--- config.mk ---
export PLATFORM = sky130hd
export DESIGN_NAME = brmac_queue
export DESIGN_NICKNAME = d
export VERILOG_FILES = /design/src/hdl/brmac_pkg.sv /design/src/hdl/brmac_queue.sv
export SDC_FILE = /design/constraint.sdc
export NUM_CORES = 1
export LEC_CHECK = 0
export BUFFER_PORTS_ARGS = -buffer_cell sky130_fd_sc_hd__buf_4
export CAP_MARGIN = 5
export CORE_MARGIN = 3
export CORE_UTILIZATION = 33
export DETAILED_ROUTE_END_ITERATION = 12
export PLACE_DENSITY_LB_ADDON = 0.12
export REMOVE_ABC_BUFFERS = 1
export SETUP_SLACK_MARGIN = 0.3
export SLEW_MARGIN = 40
export SYNTH_ARGS = -nofsm -noshare
export SYNTH_HDL_FRONTEND = slang
export SYNTH_SLANG_ARGS = --single-unit
--- constraint.sdc ---
create_clock -name clk -period 1.57 [get_ports clk]
set_input_delay 0.0785 -clock clk [delete_from_list [all_inputs] [get_ports clk]]
set_output_delay 0.0785 -clock clk [all_outputs]
set_load 0.05 [all_outputs]
--- src/hdl/brmac_pkg.sv ---
package brmac_pkg;

	// Default geometry
	localparam int COORD_BITS_DEF = 12;
	localparam int LABEL_BITS_DEF = 16;

	// Accumulator widths, fixed by the result format
	localparam int CNT_W = 25;
	localparam int SUM_W = 48;

	// Depth of the queue between front and back
	localparam int QUEUE_DEPTH = 2;

	// Run opcodes
	localparam logic OP_START = 1'b0;
	localparam logic OP_ADD   = 1'b1;

	// Per-run control travelling from front to back
	typedef struct packed {
		logic start;
		logic bad;
	} brmac_ctl_t;

endpackage

--- src/hdl/brmac_queue.sv ---
// Small FIFO between front and back.
module brmac_queue import brmac_pkg::*; #(
	parameter int WIDTH = 8,
	parameter int DEPTH = QUEUE_DEPTH
) (
	input  logic             clk,
	input  logic             arst_n,
	input  logic             push_valid,
	output logic             push_ready,
	input  logic [WIDTH-1:0] push_data,
	output logic             pop_valid,
	input  logic             pop_ready,
	output logic [WIDTH-1:0] pop_data
);

	localparam int PW  = (DEPTH > 1) ? $clog2(DEPTH) : 1;
	localparam int CTW = $clog2(DEPTH + 1);

	logic [WIDTH-1:0] entry_q [DEPTH];
	logic [PW-1:0]    wr_ptr_q, rd_ptr_q;
	logic [CTW-1:0]   count_q;
	logic             push, pop;

	assign push_ready = (count_q != CTW'(DEPTH));
	assign pop_valid  = (count_q != '0);
	assign pop_data   = entry_q[rd_ptr_q];
	assign push       = push_valid && push_ready;
	assign pop        = pop_valid && pop_ready;

	// storage
	always_ff @(posedge clk) begin
		if (push) begin
			entry_q[wr_ptr_q] <= push_data;
		end
	end

	// pointers and fill level
	always_ff @(posedge clk or negedge arst_n) begin
		if (!arst_n) begin
			wr_ptr_q <= '0;
			rd_ptr_q <= '0;
			count_q  <= '0;
		end else begin
			if (push) begin
				wr_ptr_q <= (wr_ptr_q == PW'(DEPTH - 1)) ? '0 : wr_ptr_q + 1'b1;
			end
			if (pop) begin
				rd_ptr_q <= (rd_ptr_q == PW'(DEPTH - 1)) ? '0 : rd_ptr_q + 1'b1;
			end
			case ({push, pop})
				2'b10:   count_q <= count_q + 1'b1;
				2'b01:   count_q <= count_q - 1'b1;
				default: count_q <= count_q;
			endcase
		end
	end

endmodule

Yosys cells after proc, flatten, opt, wreduce, memory -nomap -nowiden

Memory sizes are Yosys's and may differ from the RTL's.
Index checks and enable logic that the tools add are counted.

ROM bits: 0
Register bits after elaboration: 4
Output and inout port bits: 10
Memory bits (writable): 16
Memories: 1
Latch bits: 0

Reductions and logical operators: 4
Multiplexer cells: 5
Bitwise gates (word level): 0
Order comparisons: 0
Shift-type cells: 0
$mul: 0
Eq/ne operators: 3
Divide/modulo/power cells: 0
$add $sub $neg: 4

Memory list:

| memory  | words | width | rd ports | clocked after memory_dff | wr ports | RTL line          | text |
|---|---|---|---|---|---|---|---|
| entry_q | 2     | 8     | 1        | 0                        | 1        | brmac_queue.sv:19 | `logic [WIDTH-1:0] entry_q [DEPTH];` |

Operator list:

| kind                  | number |
|---|---|
| $mux W1               | 4 |
| $pmux W2 S2           | 1 |
| $reduce_bool A2 Y1    | 2 |
| $add A1 B1 Y1 const B | 2 |
| $add A2 B1 Y2 const B | 1 |
| $eq A2 B1 Y1 const B  | 1 |
| $eq A2 B2 Y1 const B  | 1 |
| $logic_and A1 B1 Y1   | 2 |
| $ne A2 B2 Y1 const B  | 1 |
| $sub A2 B1 Y2 const B | 1 |

Longest topological paths before layout

Depth after elaboration: 4
Mapped depth: 6
Depth with buffers taken out: 6

Worst setup path before layout

Ideal clock, no wire load.

Kind: register -> register
Start: register count_q[0]
End: memory entry_q[0][0] (enable)
Arrival: 1.442 ns
Path slack: -0.242 ns
Clock period less this slack: 1.812 ns
Stages on the path, launching flop included: 4
Library setup time: 0.370 ns
Buffers on the path: 0
Cell sequence: dfrtp_1 nand2b_1 nand2_1 nor2_1

Longest elaborated chain between the ends: 4

RTL lines:

| element                       | RTL line          | text |
|---|---|---|
| from (decl)                   | brmac_queue.sv:21 | `logic [CTW-1:0] count_q;` |
| from (signal assigned)        | brmac_queue.sv:51 | `2'b10: count_q <= count_q + 1'b1;` |
| from (signal assigned)        | brmac_queue.sv:52 | `2'b01: count_q <= count_q - 1'b1;` |
| from (signal assigned)        | brmac_queue.sv:53 | `default: count_q <= count_q;` |
| $ne A2 B2 Y1                  | brmac_queue.sv:24 | `assign push_ready = (count_q != CTW'(DEPTH));` |
| named net push_ready          | brmac_queue.sv:9  | `output logic push_ready,` |
| $logic_and A1 B1 Y1           | brmac_queue.sv:27 | `assign push = push_valid && push_ready;` |
| $mux W1                       | brmac_queue.sv:32 | `if (push) begin` |
| $mux W1 (implied by the code) | brmac_queue.sv:33 | `entry_q[wr_ptr_q] <= push_data;` |
| to (decl)                     | brmac_queue.sv:19 |  |

The timed path passes the listed nets, and every way through them passes these cells.

Worst setup path after layout

Start: register count_q[1]
End: register count_q[1]

Longest elaborated chain between the ends: 4
Elaborated cells between the ends (all ways): 10
Those cells by class: add/sub (2); eq/ne (3); mux (1); reduce/logical (4)

RTL lines:

| element                                           | RTL line          | text |
|---|---|---|
| $reduce_bool A2 Y1 (*)                            | brmac_queue.sv:25 | `assign pop_valid = (count_q != '0);` |
| $logic_and A1 B1 Y1 (*)                           | brmac_queue.sv:28 | `assign pop = pop_valid && pop_ready;` |
| named net pop                                     | brmac_queue.sv:22 | `logic push, pop;` |
| $eq A2 B1 Y1 or $eq A2 B2 Y1 (tied branches)      | brmac_queue.sv:50 | `case ({push, pop})` |
| $pmux W2 S2 or $reduce_bool A2 Y1 (tied branches) | n/a               |  |

Mark *: on every way through the listed nets, which the timed path passes. The rest lies on a longest branch.
A chain may end at the register's enable or synchronous reset.

==> results.txt <==
- Netlist cell types: 13
- At the pin with the least slew margin, the transition time is 150 ps.
- Fraction of layout cells with a size suffix above 1: 58.8%
- Clock tree synthesis found a total of 20 sinks.
- Most common library cell in the layout ignoring fill and taps: buf_4
- Part of the Yosys area used for sequential elements: 75.3%
* Tot Pwr: 2530 uW
- Status: finished, final reports clean
* Number of storage elements in the synthesis netlist: 20
- DRC: 0
- Final count of hold timing violations: 0
- Vias in the first global route: 492
- Setup repair after global routing could not meet its margin everywhere.
- In the final design database the tool counted 99 nets.
- Portion of the clock cycle consumed by the worst path in the final layout: 88.9%
* Setup CP Type: flop to flop
- Counting the buffers created by CTS gives 3.
- Combined area of all synthesized cells: 771 um^2
* First DRT Iteration DRCs: 11
- Worst min-delay path class: input pin to asynchronous set/reset pin
- Antenna-violating nets left: 0
* Global-route met3 utilization: 3.54%
- Number of placement rows: 16
- Buffer type at the clock tree root: clkbuf_4
- Most frequent cells in the layout: 20 x buf_4, 16 x edfxtp_1, 10 x buf_6, 9 x dlygate4sd3_1, 8 x mux2_2
* Number of cells in the design after placement: 92
* Final Setup Violations: 0
- The worst setup path is captured at a flop.
* Critical Path, Cell by Cell: or2_1 > and2_4 > ha_4 > nor2_1 > xor2_1
- Excluding fillers, the count of instances in the completed layout stands at 112.
* Global Route met1 Usage: 13.3%
* Pins over their slew limit: 0
* Peak fanout along the critical path: 3
* Total negative slack: 0 ps
* Layer with the highest usage after global routing: met2
- Summed over all layers, the routed wires come to 1500 um.
- Critical Path Source Type: flop
- Maximum operating frequency: 717 MHz
- Port bufs: 21
- Top-level I/O count: 22
- Sum of overflow across all layers after global routing: 0
- For the worst setup path, the data arrival time is 1600 ps.
* Worst-path cell with the longest stage delay: dfrtp_1
* Die height: 54.3 um
- Area of the die: 0.00295 mm^2
- In this run the tightest slew margin relative to its limit is 90.0%.
- Across the routed clock network, the largest skew measured is 10.3 ps.
- Entering global routing, the biggest net connects 12 pins.
* Core box area: 0.00208 mm^2
* Routability cong.: 0.659
- Clock latency of the later-clocked register in the worst-skew pair: 300 ps
* First-pass GRT wire length: 2330 um
* Avg Synthesized Cell Area: 18.4 um^2
- The worst-case IR drop observed on VDD is 1380 uV.
- Via total after detailed routing: 494
- Total global routing track utilization: 12.2%
* Met2 Track Usage GR: 20.7%
- After clock tree synthesis, the clock-pin slew on the worst setup and hold paths is 120 ps.
- In this run the number of H-tree levels came out at 1.
* Cell count after synthesis: 42
- TritonCTS built the clock tree.
* Estimated wirelength of the detail-placed design: 941 um
- In the final routed layout, each cell accounts on average for 13.4 um.
- Time the worst path needs with I/O delays and setup: 1400 ps
- TritonRoute pass-1 iters: 2
* Relative area change from synthesis to final layout: 60.2%
- Dividing total power by cell area gives a power density of 2050 mW/mm^2.
* Number of antenna violations at the first check in global routing: 0
- Max-cap violations in this run came to 0.
- Leakage power: 0.000499 uW
* Maximum number of buffers from clock root to sink: 2
- In this run the horizontal extent of the chip is 54.3 um.
- Starting Density: 37.0%
* Maximum cell stage delay along the critical path: 420 ps
- Ys Warns: 0
- Count of inserted antenna diode cells: 0
* Detail-routed via count per cell: 4.41
* Data required time at the worst endpoint: 1770 ps
==> cell usage after synthesis <==
cell,instances,area [um^2]
and2_4,1,8.76
and3_1,1,6.26
buf_2,1,5.00
dfrtp_1,4,100
edfxtp_1,16,480
ha_1,1,12.5
mux2_2,8,90.1
nand2_1,1,3.75
nand2b_1,1,6.26
nor2_1,2,7.51
or2_1,1,6.26
xnor2_1,3,26.3
xor2_1,2,17.5
==> critical path: cells and delay by family (launching register included) <==
kind / cells / cell delay, ps
adders and majority gates: 1 / 280
xor gates and xnor gates: 1 / 150
DFF: 1 / 420
and+or+nand+nor: 3 / 440
==> state kept, by name (all words and copies together), names as in the netlist <==
name	count
entry_q	16
wr_ptr_q	1
count_q	2
rd_ptr_q	1
==> kinds of logic after synthesis <==
family | Yosys count | synth area share, %
xor+xnor | 5 | 5.68
fa+ha+maj | 1 | 1.62
buf+inv | 1 | 0.649
flops | 20 | 75.3
mux | 8 | 11.7
simple gates | 7 | 5.03
==> final timing paths <==
kind / startpoint / to / slack [ps] / cells after the start
worst min register to register: wr_ptr_q / wr_ptr_q / 540 / 1
worst max-delay path: count_q[1] / count_q[1] / 170 / 5
min in group clk: push_valid / wr_ptr_q / 110 / 3
worst max register to register: count_q[1] / count_q[1] / 170 / 5
max in group asynchronous: arst_n / rd_ptr_q / 1360 / 2
worst min-delay path: arst_n / wr_ptr_q / 100 / 2
==> report_power, final <==
part / leakage [uW] / total (uW) / internal (uW) / switching [uW]
logic: 0.000284 / 1430 / 662 / 767
registers: 0.000194 / 807 / 743 / 63.8
clock network: 0.0000210 / 296 / 141 / 154
total: 0.000499 / 2530 / 1550 / 985
==> through the flow <==
step	worst slack (ps)	hold WS, ps	area (um^2)	utilization, %
3_3_place_gp	97.7	-120	980	47.1
6_report	174	98.0	1230	59.3
4_1_cts	149	90.0	1210	58.2
5_1_grt	86.2	99.4	1230	59.3
3_5_place_dp	46.1	-122	980	47.1
2_1_floorplan	-242	-217	766	-
==> timing repair <==
item                                    in CTS  in global routing
endpoints found under the hold margin       20                  0
endpoints found under the setup margin      22                 26
resized for setup                           17                  2
buffers inserted                             5                  2
pin swaps                                    5                  2
hold buffers                                 9                  0
==> metal layers <==
| metal | wire length, um | part of all wire [%] | up-vias |
|---|---|---|---|
| li1 | - | - | 241 |
| met1 | 605 | 40 | 237 |
| met2 | 792 | 53 | 14 |
| met3 | 80 | 5.3 | 2 |
| met4 | 19 | 1.3 | 0 |
| met5 | 0 | 0 | - |
==> cell type report <==
cell class                 instances  area [um^2]
multi-input combinational         21          215
clock buffer                       4         36.3
tap                               27         33.8
sequential                        20          582
timing repair buffer              40          368
fill                             169          847
Note: power is estimated with default switching activity, not from simulation.
