==> src/hdl/brmac_pkg.sv <==
package brmac_pkg;

	// Default geometry
	localparam int COORD_BITS_DEF = 12;
	localparam int LABEL_BITS_DEF = 16;

	// Accumulator widths, fixed by the result format
	localparam int CNT_W = 25;
	localparam int SUM_W = 48;

	// Depth of the queue between front and back
	localparam int QUEUE_DEPTH = 2;

	// Run opcodes
	localparam logic OP_START = 1'b0;
	localparam logic OP_ADD   = 1'b1;

	// Per-run control travelling from front to back
	typedef struct packed {
		logic start;
		logic bad;
	} brmac_ctl_t;

endpackage

==> src/hdl/brmac_back.sv <==
// Back end: folds one run beat a cycle into the blob totals while no
// result is stalled, and holds the result until it is taken.
module brmac_back import brmac_pkg::*; #(
	parameter int COORD_BITS = COORD_BITS_DEF,
	parameter int LABEL_BITS = LABEL_BITS_DEF
) (
	input  logic                  clk,
	input  logic                  arst_n,
	input  logic                  run_valid,
	output logic                  run_ready,
	input  brmac_ctl_t            run_ctl,
	input  logic [LABEL_BITS-1:0] run_label,
	input  logic [COORD_BITS-1:0] run_xa,
	input  logic [COORD_BITS-1:0] run_xb,
	input  logic [COORD_BITS-1:0] run_y,
	input  logic [CNT_W-1:0]      run_n,
	input  logic [SUM_W-1:0]      run_xs,
	input  logic [SUM_W-1:0]      run_ys,
	input  logic [SUM_W-1:0]      run_xy,
	input  logic [SUM_W-1:0]      run_xx,
	input  logic [SUM_W-1:0]      run_yy,
	output logic                  out_valid,
	input  logic                  out_ready,
	output logic [LABEL_BITS-1:0] cur_label,
	output logic [CNT_W-1:0]      area,
	output logic [SUM_W-1:0]      sum_x,
	output logic [SUM_W-1:0]      sum_y,
	output logic [SUM_W-1:0]      sum_xy,
	output logic [SUM_W-1:0]      sum_xx,
	output logic [SUM_W-1:0]      sum_yy,
	output logic [COORD_BITS-1:0] box_min_x,
	output logic [COORD_BITS-1:0] box_max_x,
	output logic [COORD_BITS-1:0] box_min_y,
	output logic [COORD_BITS-1:0] box_max_y,
	output logic                  bad_run
);

	logic                  valid_q, bad_q;
	logic [LABEL_BITS-1:0] label_q;
	logic [CNT_W-1:0]      count_q;
	logic [SUM_W-1:0]      xsum_q, ysum_q, xysum_q, xxsum_q, yysum_q;
	logic [COORD_BITS-1:0] min_x_q, max_x_q, min_y_q, max_y_q;
	logic                  take;

	// the totals double as the result register, so a beat is taken only
	// when the previous result has gone
	assign run_ready = !valid_q || out_ready;
	assign take      = run_valid && run_ready;

	always_ff @(posedge clk or negedge arst_n) begin
		if (!arst_n) begin
			valid_q <= 1'b0;
			bad_q   <= 1'b0;
			label_q <= '0;
			count_q <= '0;
			xsum_q  <= '0;
			ysum_q  <= '0;
			xysum_q <= '0;
			xxsum_q <= '0;
			yysum_q <= '0;
			min_x_q <= '0;
			max_x_q <= '0;
			min_y_q <= '0;
			max_y_q <= '0;
		end else if (take) begin
			valid_q <= 1'b1;
			bad_q   <= run_ctl.bad;
			// reversed run: totals untouched
			if (!run_ctl.bad) begin
				if (run_ctl.start) begin
					label_q <= run_label;
					count_q <= run_n;
					xsum_q  <= run_xs;
					ysum_q  <= run_ys;
					xysum_q <= run_xy;
					xxsum_q <= run_xx;
					yysum_q <= run_yy;
					min_x_q <= run_xa;
					max_x_q <= run_xb;
					min_y_q <= run_y;
					max_y_q <= run_y;
				end else begin
					count_q <= count_q + run_n;
					xsum_q  <= xsum_q + run_xs;
					ysum_q  <= ysum_q + run_ys;
					xysum_q <= xysum_q + run_xy;
					xxsum_q <= xxsum_q + run_xx;
					yysum_q <= yysum_q + run_yy;
					if (run_xa < min_x_q) min_x_q <= run_xa;
					if (run_xb > max_x_q) max_x_q <= run_xb;
					if (run_y < min_y_q) min_y_q <= run_y;
					if (run_y > max_y_q) max_y_q <= run_y;
				end
			end
		end else if (out_ready) begin
			valid_q <= 1'b0;
		end
	end

	assign out_valid = valid_q;
	assign bad_run   = bad_q;
	assign cur_label = label_q;
	assign area      = count_q;
	assign sum_x     = xsum_q;
	assign sum_y     = ysum_q;
	assign sum_xy    = xysum_q;
	assign sum_xx    = xxsum_q;
	assign sum_yy    = yysum_q;
	assign box_min_x = min_x_q;
	assign box_max_x = max_x_q;
	assign box_min_y = min_y_q;
	assign box_max_y = max_y_q;

endmodule

==> config.mk <==
export PLATFORM = sky130hd
export DESIGN_NAME = brmac_back
export DESIGN_NICKNAME = d
export VERILOG_FILES = /design/src/hdl/brmac_pkg.sv /design/src/hdl/brmac_back.sv
export SDC_FILE = /design/constraint.sdc
export NUM_CORES = 1
export LEC_CHECK = 0
export ABC_AREA = 1
export ABC_CLOCK_PERIOD_IN_PS = 2200
export BUFFER_PORTS_ARGS = -buffer_cell sky130_fd_sc_hd__buf_2
export CORE_MARGIN = 2
export CORE_UTILIZATION = 51
export CTS_CLUSTER_SIZE = 12
export DETAILED_ROUTE_END_ITERATION = 7
export GPL_TIMING_DRIVEN = 0
export PLACE_DENSITY = 0.76
export SETUP_SLACK_MARGIN = 0.1
export SLEW_MARGIN = 0
export SYNTH_ARGS = -nofsm -noshare
export SYNTH_HDL_FRONTEND = slang
export SYNTH_SLANG_ARGS = --single-unit
export TNS_END_PERCENT = 5
==> constraint.sdc <==
create_clock -name clk -period 2.2 [get_ports clk]
set_clock_uncertainty 0.15 [all_clocks]
set_input_delay 0.33 -clock clk [delete_from_list [all_inputs] [get_ports clk]]
set_output_delay 0.33 -clock clk [all_outputs]
set_load 0.01 [all_outputs]
# Word level (Yosys, flattened, before mapping)
# Index checks and enable logic that the tools add are counted.
[totals] regBits=331 latch_bits=0 mem_bits_rw=0 mem_bits_ro=0 in_bits=323 output_inout_bits=332 word_cells=54 n_memories=0
[op_classes] n_addsub=6 n_mul=0 div_mod_pow=0 magnitude_cmp=4 eq_ne=0 shift=0 muxes=16 bitwise_logic=1 n_reduce_logical=14
[ops] cell="$add A48 B48 Y48" n=5
[ops] cell="$mux W48" n=5
[ops] cell="$mux W12" n=8
[ops] cell="$add A25 B25 Y25" n=1
[ops] cell="$mux W25" n=1
[ops] cell="$gt A12 B12 Y1" n=2
[ops] cell="$lt A12 B12 Y1" n=2
[ops] cell="$reduce_and A3 Y1" n=5
[ops] cell="$reduce_bool A2 Y1" n=5
[ops] cell="$mux W1" n=2
[ops] cell="$reduce_and A2 Y1" n=1
[ops] cell="$logic_and A1 B1 Y1" n=1
[ops] cell="$logic_not A1 Y1" n=1
[ops] cell="$logic_or A1 B1 Y1" n=1
[ops] cell="$not A1 Y1" n=1

# Logic depth before layout (Yosys ltp)
# Gate-level depths: netlist (run 1).
[logic_depth] ltp_word=4 ltp_mapped=16 ltp_nobuf=16

# Least setup slack after synthesis (run 1)
# Ideal clock, no wire load.
[synth_timing] kind="register to register" startpoint="register yysum_q[0], in the netlist sum_yy[0]" endpoint="register yysum_q[40], in the netlist sum_yy[40]" setup_time_ps=116 t_arrival_ps=1885 required_time_ps=1934 path_slack_ps=48 stages_incl_launch_ff=16 n_path_buf=0 synth_period_minus_slack_ps=2152 cell_sequence="dfrtp_1 ha_1 inv_1 fa_1 inv_1 nand3_1 nand2_1 nand2_1 nand2_1 nand2_1 nand3_2 nand2_1 nand3_1 nand3_1 nand2_1 nand2_1"
[synth_via] elab_chain_len=2
[synth_lines] element="start, declared" line_no="brmac_back.sv:41" rtl="logic [SUM_W-1:0] xsum_q, ysum_q, xysum_q, xxsum_q, yysum_q;"
[synth_lines] element="start signal, assigned" line_no="brmac_back.sv:77" rtl="yysum_q <= run_yy;"
[synth_lines] element="start signal, assigned" line_no="brmac_back.sv:88" rtl="yysum_q <= yysum_q + run_yy;"
[synth_lines] element="$add A48 B48 Y48" line_no="brmac_back.sv:88"
[synth_lines] element="$mux W48" line_no="brmac_back.sv:70" rtl="if (run_ctl.start) begin"
# No other way between the ends.
# A chain may end at the register's enable or synchronous reset.

# Final worst setup path (run 1)
[layout_timing] startpoint="register max_x_q[1], in the netlist box_max_x[1]" endpoint="register max_x_q[9], in the netlist box_max_x[9]"
[layout_via] elab_chain_len=3
[layout_lines] element="start, declared" line_no="brmac_back.sv:42" rtl="logic [COORD_BITS-1:0] min_x_q, max_x_q, min_y_q, max_y_q;"
[layout_lines] element="start signal, assigned" line_no="brmac_back.sv:79" rtl="max_x_q <= run_xb;"
[layout_lines] element="start signal, assigned" line_no="brmac_back.sv:90" rtl="if (run_xb > max_x_q) max_x_q <= run_xb;"
[layout_lines] element="$gt A12 B12 Y1" line_no="brmac_back.sv:90"
[layout_lines] element="$reduce_bool A2 Y1 (no source line)"
[layout_lines] element="$reduce_and A3 Y1 (no source line)"
# No other way between the ends.

==> results.md, run 1 <==
- In the final layout, the multi-input gates occupy 31150 µm².
- The number of levels in the clock H-tree is 2.
- Based on the critical path, the design can be clocked at up to 430.6 MHz.
- The post-synthesis net count is 7426.
- The clock reaches the later pin of the worst-skew pair after 630 ps.
- The proportion of synthesized chip area in sequential cells is 0.2149.
- The chip height is 278.9 µm.
- The overall power after layout is 52.98 mW.
- The master cell of the clock root buffer is sky130_fd_sc_hd__clkbuf_16.
- The library cell used most frequently in the layout, excluding fill and tap cells, is sky130_fd_sc_hd__nand2_1.
- The DRC violation count after routing is 0.
- The floorplan step defined a die boundary enclosing 77800 µm².
- The cell type with the highest aggregate area in the netlist is sky130_fd_sc_hd__nand2_1.
- The post-synthesis register bit count is around 330.
- In this run the worst path has a maximum fanout of 6.
- Counting I/O delays and the setup requirement, the final critical path takes 2322 ps.
- The worst hold slack across all endpoints is -298.6 ps.
- The critical path capture point type is a flop.
- In the layout the commonest cells are sky130_fd_sc_hd__nand2_1, sky130_fd_sc_hd__inv_1, sky130_fd_sc_hd__buf_2.
- Synthesis produced just under 7000 cells.
- The final reports fail on negative hold slack, negative setup slack.
- The clock tree from TritonCTS is yes.
- The proportion of layout cells with a drive suffix above 1 is 0.2786.
- The number of different library cells used by synthesis comes to between 40 and 50.
- The data required time of the critical path is 2560 ps.
- The ratio of final minimum period to clock period is 1.056.
- The share of synthesized area in the top cell type comes to 0.2568.
- Setup violations remaining at the end of the flow were counted as 34.
- Entering global routing, the biggest net connects 111 pins.
- The filler cells instantiated in the layout total 6095.
- The detail-routed net length per standard cell is between 20 and 25 µm.
- The final wirelength is 182100 µm.
- For the worst setup path, the data arrival time is 2680 ps.
- The global router's overall resource usage is 0.4381.
- The worst min-delay path class is in2async.
- The worst setup path category is reg2reg.
- The die is 278.9 µm wide.
- The clock net in this run drives a total of ~330 sinks.
- The global-route wire length before repair is 263700 µm.
- Clock-pin slew was measured on the worst setup and hold paths at 70 ps.
- The net count of the finished layout is 8545.
- In this run the power density over the cells is 961.4 nW/µm².
- The number of warnings reported in the yosys synthesis log is 0.
- Using the TritonRoute via totals, the vias-per-cell ratio works out to 5.519.
- The core region is 74700 µm².
- The overall overflow remaining after global route is 0.
- Setup slack on the critical path of the routed design comes to -122.2 ps.
- The number of max-slew violations in the final report is 0.
- The kind of start point of the critical path is a flop.
- The initial antenna violation count is 31.
- The worst ir drop on vdd is 643.2 µV.
- No sink is reached through more buffers than the 3 on the longest clock path.
- Buffers inserted to repair hold after CTS numbered 304.
- Dividing the synthesized area by the synthesized cell count gives 5.676 µm².
- Setup repair after global routing could not meet its margin everywhere.
- For the pin with the worst max-slew slack, the measured transition is 1101 ps.
- For this design the static power due to leakage is 29.69 nW.
- The final count of hold timing violations is between 50 and 60.
- The final RePlAce weighted congestion is approximately 1.1.
- The I/O pin count is 655.
- In the post-synthesis netlist, the biggest area contributors are sky130_fd_sc_hd__nand2_1, sky130_fd_sc_hd__dfrtp_1, sky130_fd_sc_hd__inv_1.
- The number of clock buffers added by TritonCTS is 44.
- The routed layout has 49350 vias.
- The first-pass iteration count of the detailed router is 7.
- The initial cell density of the core is 0.5161.
- The count of nets left with antenna violations after detail routing is 0.
- Across the whole layout, storage elements account for 8346 µm².
- The post-synthesis instance area is 38550 µm².
- Across the run, the number of max-cap violations was 0.
- The quantity of I/O buffers inserted on ports is 654.
- The total half-perimeter wirelength after legalization and detailed placement is around 130000 µm.
- The first routing iteration left 5207 violations.
- After floorplanning, the core was divided into 100 placement rows.
- The area overhead of the layout relative to synthesis is 42.95%.
- The relative slew slack is 0.2661.
- The run finished, with violations left.
- The number of global-route vias before repair is about 46000.
[registers in the layout (all words and copies together) (netlist names)]
signal / count
out_valid: 1
box_min_x: 12
box_min_y: 12
box_max_x: 12
cur_label: 16
sum_xx: 48
bad_run: 1
sum_y: 48
area: 25
sum_yy: 48
sum_xy: 48
sum_x: 48
box_max_y: 12
[per-layer routing]
metal	GRT usage	wire length, µm
met1	0.5612	69950
met2	0.6755	77690
met3	0.1009	20750
met4	0.2552	13640
met5	0	53
[what timing repair did]
item | 4_1_cts | 5_1_grt
gates resized for setup | 766 | 614
hold endpoints to repair | 393 | 58
pin swaps | 170 | 157
gates cloned | 0 | 1
setup endpoints to repair | 266 | 393
buffers inserted | 52 | 60
[cells by family (layout without fill, tap and decap cells)]
logic type	Yosys count	in the layout	share of synthesized area
simple gates	4016	4016	0.4286
mux	16	16	0.004674
other cells	0	32	0
xor+xnor	90	90	0.02045
buf+inv	1395	2545	0.1393
compound gates	633	633	0.09004
flops	331	331	0.2149
fa+ha+maj	311	311	0.1021
[metrics by stage]
stage,area (µm²),utilization,instances,setup WS (ps),TNS (ps)
3_3_place_gp,43060,0.5765,8415,-6305,-2233220
5_1_grt,55090,0.7375,8935,-192.2,-9362
3_5_place_dp,43160,0.5778,8418,-1095,-138600
6_report,55110,0.7377,8943,-122.2,-1677
2_1_floorplan,38580,-,6792,79.28,0
4_1_cts,52430,0.7019,8850,-29.41,-203.6
[where the power goes]
part	switching (mW)	internal, mW	total [mW]
Combinational	21.7	13.5	35.2
Sequential	2.21	7.92	10.1
Clock	3.28	4.39	7.67
Total	27.1	25.8	53.0
[Yosys cell counts]
library cell / count
sky130_fd_sc_hd__nand2_1: 2637
sky130_fd_sc_hd__inv_1: 1213
sky130_fd_sc_hd__nor2_1: 698
sky130_fd_sc_hd__nand3_1: 344
sky130_fd_sc_hd__dfrtp_1: 331
sky130_fd_sc_hd__ha_1: 305
sky130_fd_sc_hd__a21oi_1: 254
sky130_fd_sc_hd__o21ai_0: 203
sky130_fd_sc_hd__nor2_2: 107
sky130_fd_sc_hd__nand4_1: 89
sky130_fd_sc_hd__buf_2: 70
sky130_fd_sc_hd__o21ai_1: 66
sky130_fd_sc_hd__xor2_1: 62
sky130_fd_sc_hd__clkbuf_1: 47
sky130_fd_sc_hd__inv_2: 45
sky130_fd_sc_hd__nand2_2: 40
sky130_fd_sc_hd__o211ai_1: 30
sky130_fd_sc_hd__xnor2_1: 28
sky130_fd_sc_hd__nor3_1: 27
sky130_fd_sc_hd__nand3_2: 23
sky130_fd_sc_hd__o21bai_1: 23
sky130_fd_sc_hd__a2bb2oi_1: 21
sky130_fd_sc_hd__a21o_1: 18
sky130_fd_sc_hd__mux2_2: 16
sky130_fd_sc_hd__nor2_4: 15
sky130_fd_sc_hd__nor4_1: 12
sky130_fd_sc_hd__nor3_2: 11
sky130_fd_sc_hd__o31ai_1: 10
sky130_fd_sc_hd__or2_2: 8
sky130_fd_sc_hd__clkinv_1: 7
sky130_fd_sc_hd__fa_1: 6
sky130_fd_sc_hd__buf_4: 5
sky130_fd_sc_hd__o21a_1: 5
sky130_fd_sc_hd__buf_1: 3
sky130_fd_sc_hd__buf_6: 3
sky130_fd_sc_hd__a21oi_2: 2
sky130_fd_sc_hd__and2_1: 2
sky130_fd_sc_hd__nand3b_1: 2
sky130_fd_sc_hd__a31oi_1: 1
sky130_fd_sc_hd__clkbuf_2: 1
sky130_fd_sc_hd__inv_4: 1
sky130_fd_sc_hd__nor3b_1: 1
[critical path: stages (launching register included)]
cell and delay (ps):
sky130_fd_sc_hd__dfrtp_1 370, sky130_fd_sc_hd__inv_1 80, sky130_fd_sc_hd__ha_1 330, sky130_fd_sc_hd__a21oi_1 210, sky130_fd_sc_hd__o21ai_0 100, sky130_fd_sc_hd__nand2_1 100, sky130_fd_sc_hd__nand3_1 140, sky130_fd_sc_hd__o211ai_1 160
sky130_fd_sc_hd__nand2_2 210, sky130_fd_sc_hd__buf_6 210, sky130_fd_sc_hd__nand2_4 80, sky130_fd_sc_hd__o21ai_2 50
[worst paths after layout]
kind / start / end / slack, ps / cells past startpoint
setup / recovery: box_max_x[1] / box_max_x[9] / -120 / 11
hold / removal: arst_n / box_max_y[11] / -300 / 2
setup reg to reg: box_max_x[1] / box_max_x[9] / -120 / 11
hold reg to reg: box_min_x[3] / box_min_x[3] / 340 / 2
max in group asynchronous: arst_n / sum_xy[27] / 710 / 4
min in group clk: run_xs[29] / sum_x[29] / 20 / 5
[cell type report]
class	count	area share
Sequential cell	331	0.1514
Tap cell	969	0.02200
Timing Repair Buffer	1074	0.1337
Multi-Input combinational cell	5066	0.5653
Buffer	128	0.01331
Antenna cell	32	0.001453
Inverter	1266	0.08635
Clock inverter	16	0.003270
Clock buffer	61	0.02318
(Power assumes the default switching activity.)
==> inputs of run 2 (changes only) <==
Settings changed: ABC_AREA 1 to default, CORE_AREA from default to 2 2 258 260, CORE_MARGIN 2 to default, CORE_UTILIZATION 51 to default, DIE_AREA from default to 0 0 260 262, PLACE_DENSITY 0.76 to 0.71.
==> results.md, run 2 <==
- The flow ran to the end, but the final reports show violations.
- The final reports fail on negative hold slack, negative setup slack.
- The initial antenna violation count was between 40 and 50.
- Broken down by cell family, the worst path's largest delay share belongs to compound AO/OA/AOI/OAI gates.
- The clock edge transition at the registers on the reported setup and hold paths is roughly 60 ps.
- The design draws 46.18 mW.
- Traced cell by cell, the critical path runs through ha_2, inv_2, fa_2, nor2b_4, o21ai_2, a21oi_2, or2_4, o22ai_4, o211a_1, o31a_1, a211o_1, and3_4, o311ai_4, o21a_1.
- Hold timing on the final database bottoms out at a slack of -474.1 ps.
- By area the synthesized netlist is led by sky130_fd_sc_hd__dfrtp_1, sky130_fd_sc_hd__ha_1, sky130_fd_sc_hd__a21oi_1.
- The measured slew at the worst slew-check pin is 1402 ps.
- The stage delay of the slowest cell on the critical path is 370 ps.
- At the later pin of the worst-skew pair, clock insertion delay measures 600 ps.
- The maximum buffer depth of the clock tree is 3.
- The combined buffer and inverter count along the critical path is 1.
- Of all nets on the critical path, the largest fanout is 3.
- The count of fill cells added during filler insertion is 5371.
- After the first detailed-routing iteration, the DRC count stood at 3389.
- Summed over all layers, the routed wires come to 131700 µm.
- The pin count of the biggest net entering global routing is 102.
- The final setup slack of the worst path is -1138 ps.
- The global-route wire length before repair is 193200 µm.
- After synthesis, the most frequently instantiated cells are sky130_fd_sc_hd__a21oi_1, sky130_fd_sc_hd__nand2_1, sky130_fd_sc_hd__o21ai_0.
- The number of levels in the clock H-tree is 2.
- Among all stages on the critical path, the largest delay is contributed by sky130_fd_sc_hd__fa_2.
- The most common cell after layout, fill and taps aside is sky130_fd_sc_hd__buf_2.
- The worst min-delay path class is in2async.
- The data arrival time of the worst path is 3720 ps.
- The share of synthesized area in the top cell type comes to 0.2831.
- The worst setup path is launched from a flop.
- The area growth from synthesis to layout is 44.39%.
- Of the total power, the share spent switching nets is 0.4546.
- The post-synthesis register bit count is 331.
- In this run the static leakage power is 19.96 nW.
- The total half-perimeter wirelength after legalization and detailed placement is 91880 µm.
- Measured on the finished design, the core utilization comes to 0.6472.
- The tool flagged a number of max-cap violations equal to 0.
- The overall overflow remaining after global route is 0.
- The overall die width is 260 µm.
- The cell with the most instances after synthesis is sky130_fd_sc_hd__a21oi_1.
- TritonCTS created 43 clock buffers.
- The worst setup path is of the reg2reg kind.
- The share of total power dissipated in combinational logic is 0.616.
- In this run the power density over the cells is 1093 nW/µm².
- The number of max-slew violations in the final report was 0.
- Of the cells placed in the final design, the portion with a size suffix greater than 1 is 0.2922.
- Derived from the worst setup path, the maximum achievable clock frequency is 299.6 MHz.
- The number of global-route vias before repair is ~33000.
- In the routed design, unresolved DRC markers number 0.
- The I/O pin count is 655.
- The number of rows created at floorplan is 94.
- The number of synthesized flops with an enable pin is 0.
- The net switching power of the design is 20.99 mW.
- The cell type with the highest aggregate area in the netlist is sky130_fd_sc_hd__dfrtp_1.
- In this run the remaining antenna-violating nets after routing total 0.
- The clock power share is 0.170.
- Subtracting the final worst setup slack from the clock period gives between 3000 and 4000 ps.
- The unique cell type count in the Yosys netlist is 90.
- The total number of vias is between 30000 and 40000.
- The number of sinks on the clock net is 331.
- The final RePlAce weighted congestion is a little under 1.
- For this run, the detailed router's first-pass iteration total came to 5.
- The tree is rooted in a sky130_fd_sc_hd__clkbuf_16.
- After technology mapping, the gate count stands at 3642.
- The post-synthesis net count is approximately 4300.
- After the last flow step, the layout net total stands at 5405.
- The overall die area is 68120 µm².
- The global router's overall resource usage is 0.3654.
- TritonCTS built the clock tree.
- The critical path capture point type is a flop.
- The area used by sequential logic in the layout is 8287 µm².
- Of the available clock period, the critical path in the final layout requires 1.517.
- The quantity of I/O buffers inserted on ports is 653.
- For this run, the register share of the synthesized area comes to 0.2831.
- The initial cell density of the core is 0.4482.
- The mapped netlist covers 29260 µm².
- Setup repair after global routing could not meet its margin everywhere.
- The final count of hold timing violations is 84.
- The chip height is 262 µm.
- The area used by multi-input combinational logic is 22320 µm².
- The internal power of the cells totals 25.19 mW.
- The most instantiated flip-flop cell in the synthesis netlist is sky130_fd_sc_hd__dfrtp_1.
- The relative slew slack is 0.06506.
- The worst ir drop on vdd is about 750 µV.
- The top cell types in the final layout, fill and taps aside, are sky130_fd_sc_hd__buf_2, sky130_fd_sc_hd__a21oi_1, sky130_fd_sc_hd__nand2_1.
- The sequential group share of total power is 0.214.
- In the final routed layout, each cell accounts on average for 23.07 µm.
- The via density per instance is 5.976.
- The number of endpoints failing setup at the final stage is 311.
- The average instance area after synthesis is 8.034 µm².
- The data required time of the critical path is 2580 ps.
- The area inside the core boundary is between 60000 and 70000 µm².
- The number of warnings reported in the yosys synthesis log is 0.
- In the synthesized netlist the async set-or-reset flop fraction comes to 1.000.
## run 2: changes by cell type after synthesis, moves of 56 or more
cell | before | now
sky130_fd_sc_hd__a21oi_1 | 254 | 473
sky130_fd_sc_hd__nand3_1 | 344 | 61
sky130_fd_sc_hd__xnor2_1 | 28 | 106
sky130_fd_sc_hd__clkbuf_1 | 47 | 160
sky130_fd_sc_hd__nor2_2 | 107 | 0
sky130_fd_sc_hd__nand2_1 | 2637 | 387
sky130_fd_sc_hd__o21ai_0 | 203 | 336
sky130_fd_sc_hd__a21o_1 | 18 | 178
sky130_fd_sc_hd__nor2_1 | 698 | 286
sky130_fd_sc_hd__buf_2 | 70 | 14
sky130_fd_sc_hd__inv_1 | 1213 | 116
## run 2: layer usage
metal | vias up | part of all wire | GRT usage
met5 | - | 0.00069 | 0
met4 | 16 | 0.054 | 0.1758
met3 | 406 | 0.090 | 0.08526
met2 | 1669 | 0.46 | 0.5917
met1 | 16460 | 0.40 | 0.4596
li1 | 15560 | - | -
## run 2: power by group through the flow
stage / Sequential, mW / Combinational [mW] / Clock, mW
final: 9.87 / 28.5 / 7.85
after CTS: 9.74 / 25.9 / 7.93
after detailed placement: 9.79 / 22.9 / 0
after global routing: 10.1 / 30.8 / 8.11
after global placement: 9.72 / 22.7 / 0
after floorplan: 10.3 / 15.3 / 0
## run 2: cell families (layout without fill, tap and decap cells)
logic type | Yosys count | after routing | synth area share
xor+xnor | 212 | 212 | 0.06346
other cells | 0 | 41 | 0
compound gates | 1332 | 1332 | 0.2781
buf+inv | 309 | 1469 | 0.04063
flops | 331 | 331 | 0.2831
simple gates | 1052 | 1052 | 0.1649
fa+ha+maj | 311 | 311 | 0.1345
mux | 95 | 95 | 0.03532
## run 2: worst paths after layout
| kind | slack (ps) | start | to | cells after the start |
|---|---|---|---|---|
| min in group clk | 30 | run_xs[34] | sum_x[34] | 4 |
| max in group asynchronous | 510 | arst_n | sum_yy[10] | 4 |
| max reg2reg | -1140 | sum_xy[0] | sum_xy[38] | 14 |
| min | -470 | arst_n | sum_y[14] | 1 |
| min reg2reg | 350 | cur_label[3] | cur_label[3] | 1 |
| max | -1140 | sum_xy[0] | sum_xy[38] | 14 |
## run 2: layout make-up
cell class                 count  area share
multi-input combinational   3002      0.5283
sequential                   331      0.1962
timing repair buffer        1087      0.1763
clock buffer                  55     0.02772
tap                          864     0.02559
buffer                       190     0.02547
inverter                     116     0.01031
clock inverter                21    0.007730
antenna                       41    0.002429
## run 2: through the flow
step | setup WS, ps | cells | cell area (µm²) | hold WS [ps] | setup TNS [ps]
after CTS | -1117 | 5628 | 40800 | -455.2 | -176440
final | -1138 | 5707 | 42250 | -474.1 | -179760
after global routing | -1203 | 5695 | 42220 | -427.4 | -211820
after detailed placement | -2479 | 5162 | 33940 | 185.0 | -605360
after global placement | -7147 | 5159 | 33840 | 333.5 | -2709870
after floorplan | -934.8 | 3642 | 29490 | -115.6 | -117340
## run 2: what timing repair did
item | 4_1_cts | 5_1_grt
setup buffers | 79 | 38
setup endpoints to repair | 330 | 322
endpoints found under the hold margin | 396 | 71
gates resized for setup | 427 | 270
cloned | 0 | 0
pin swaps | 147 | 110
hold buffers | 313 | 1
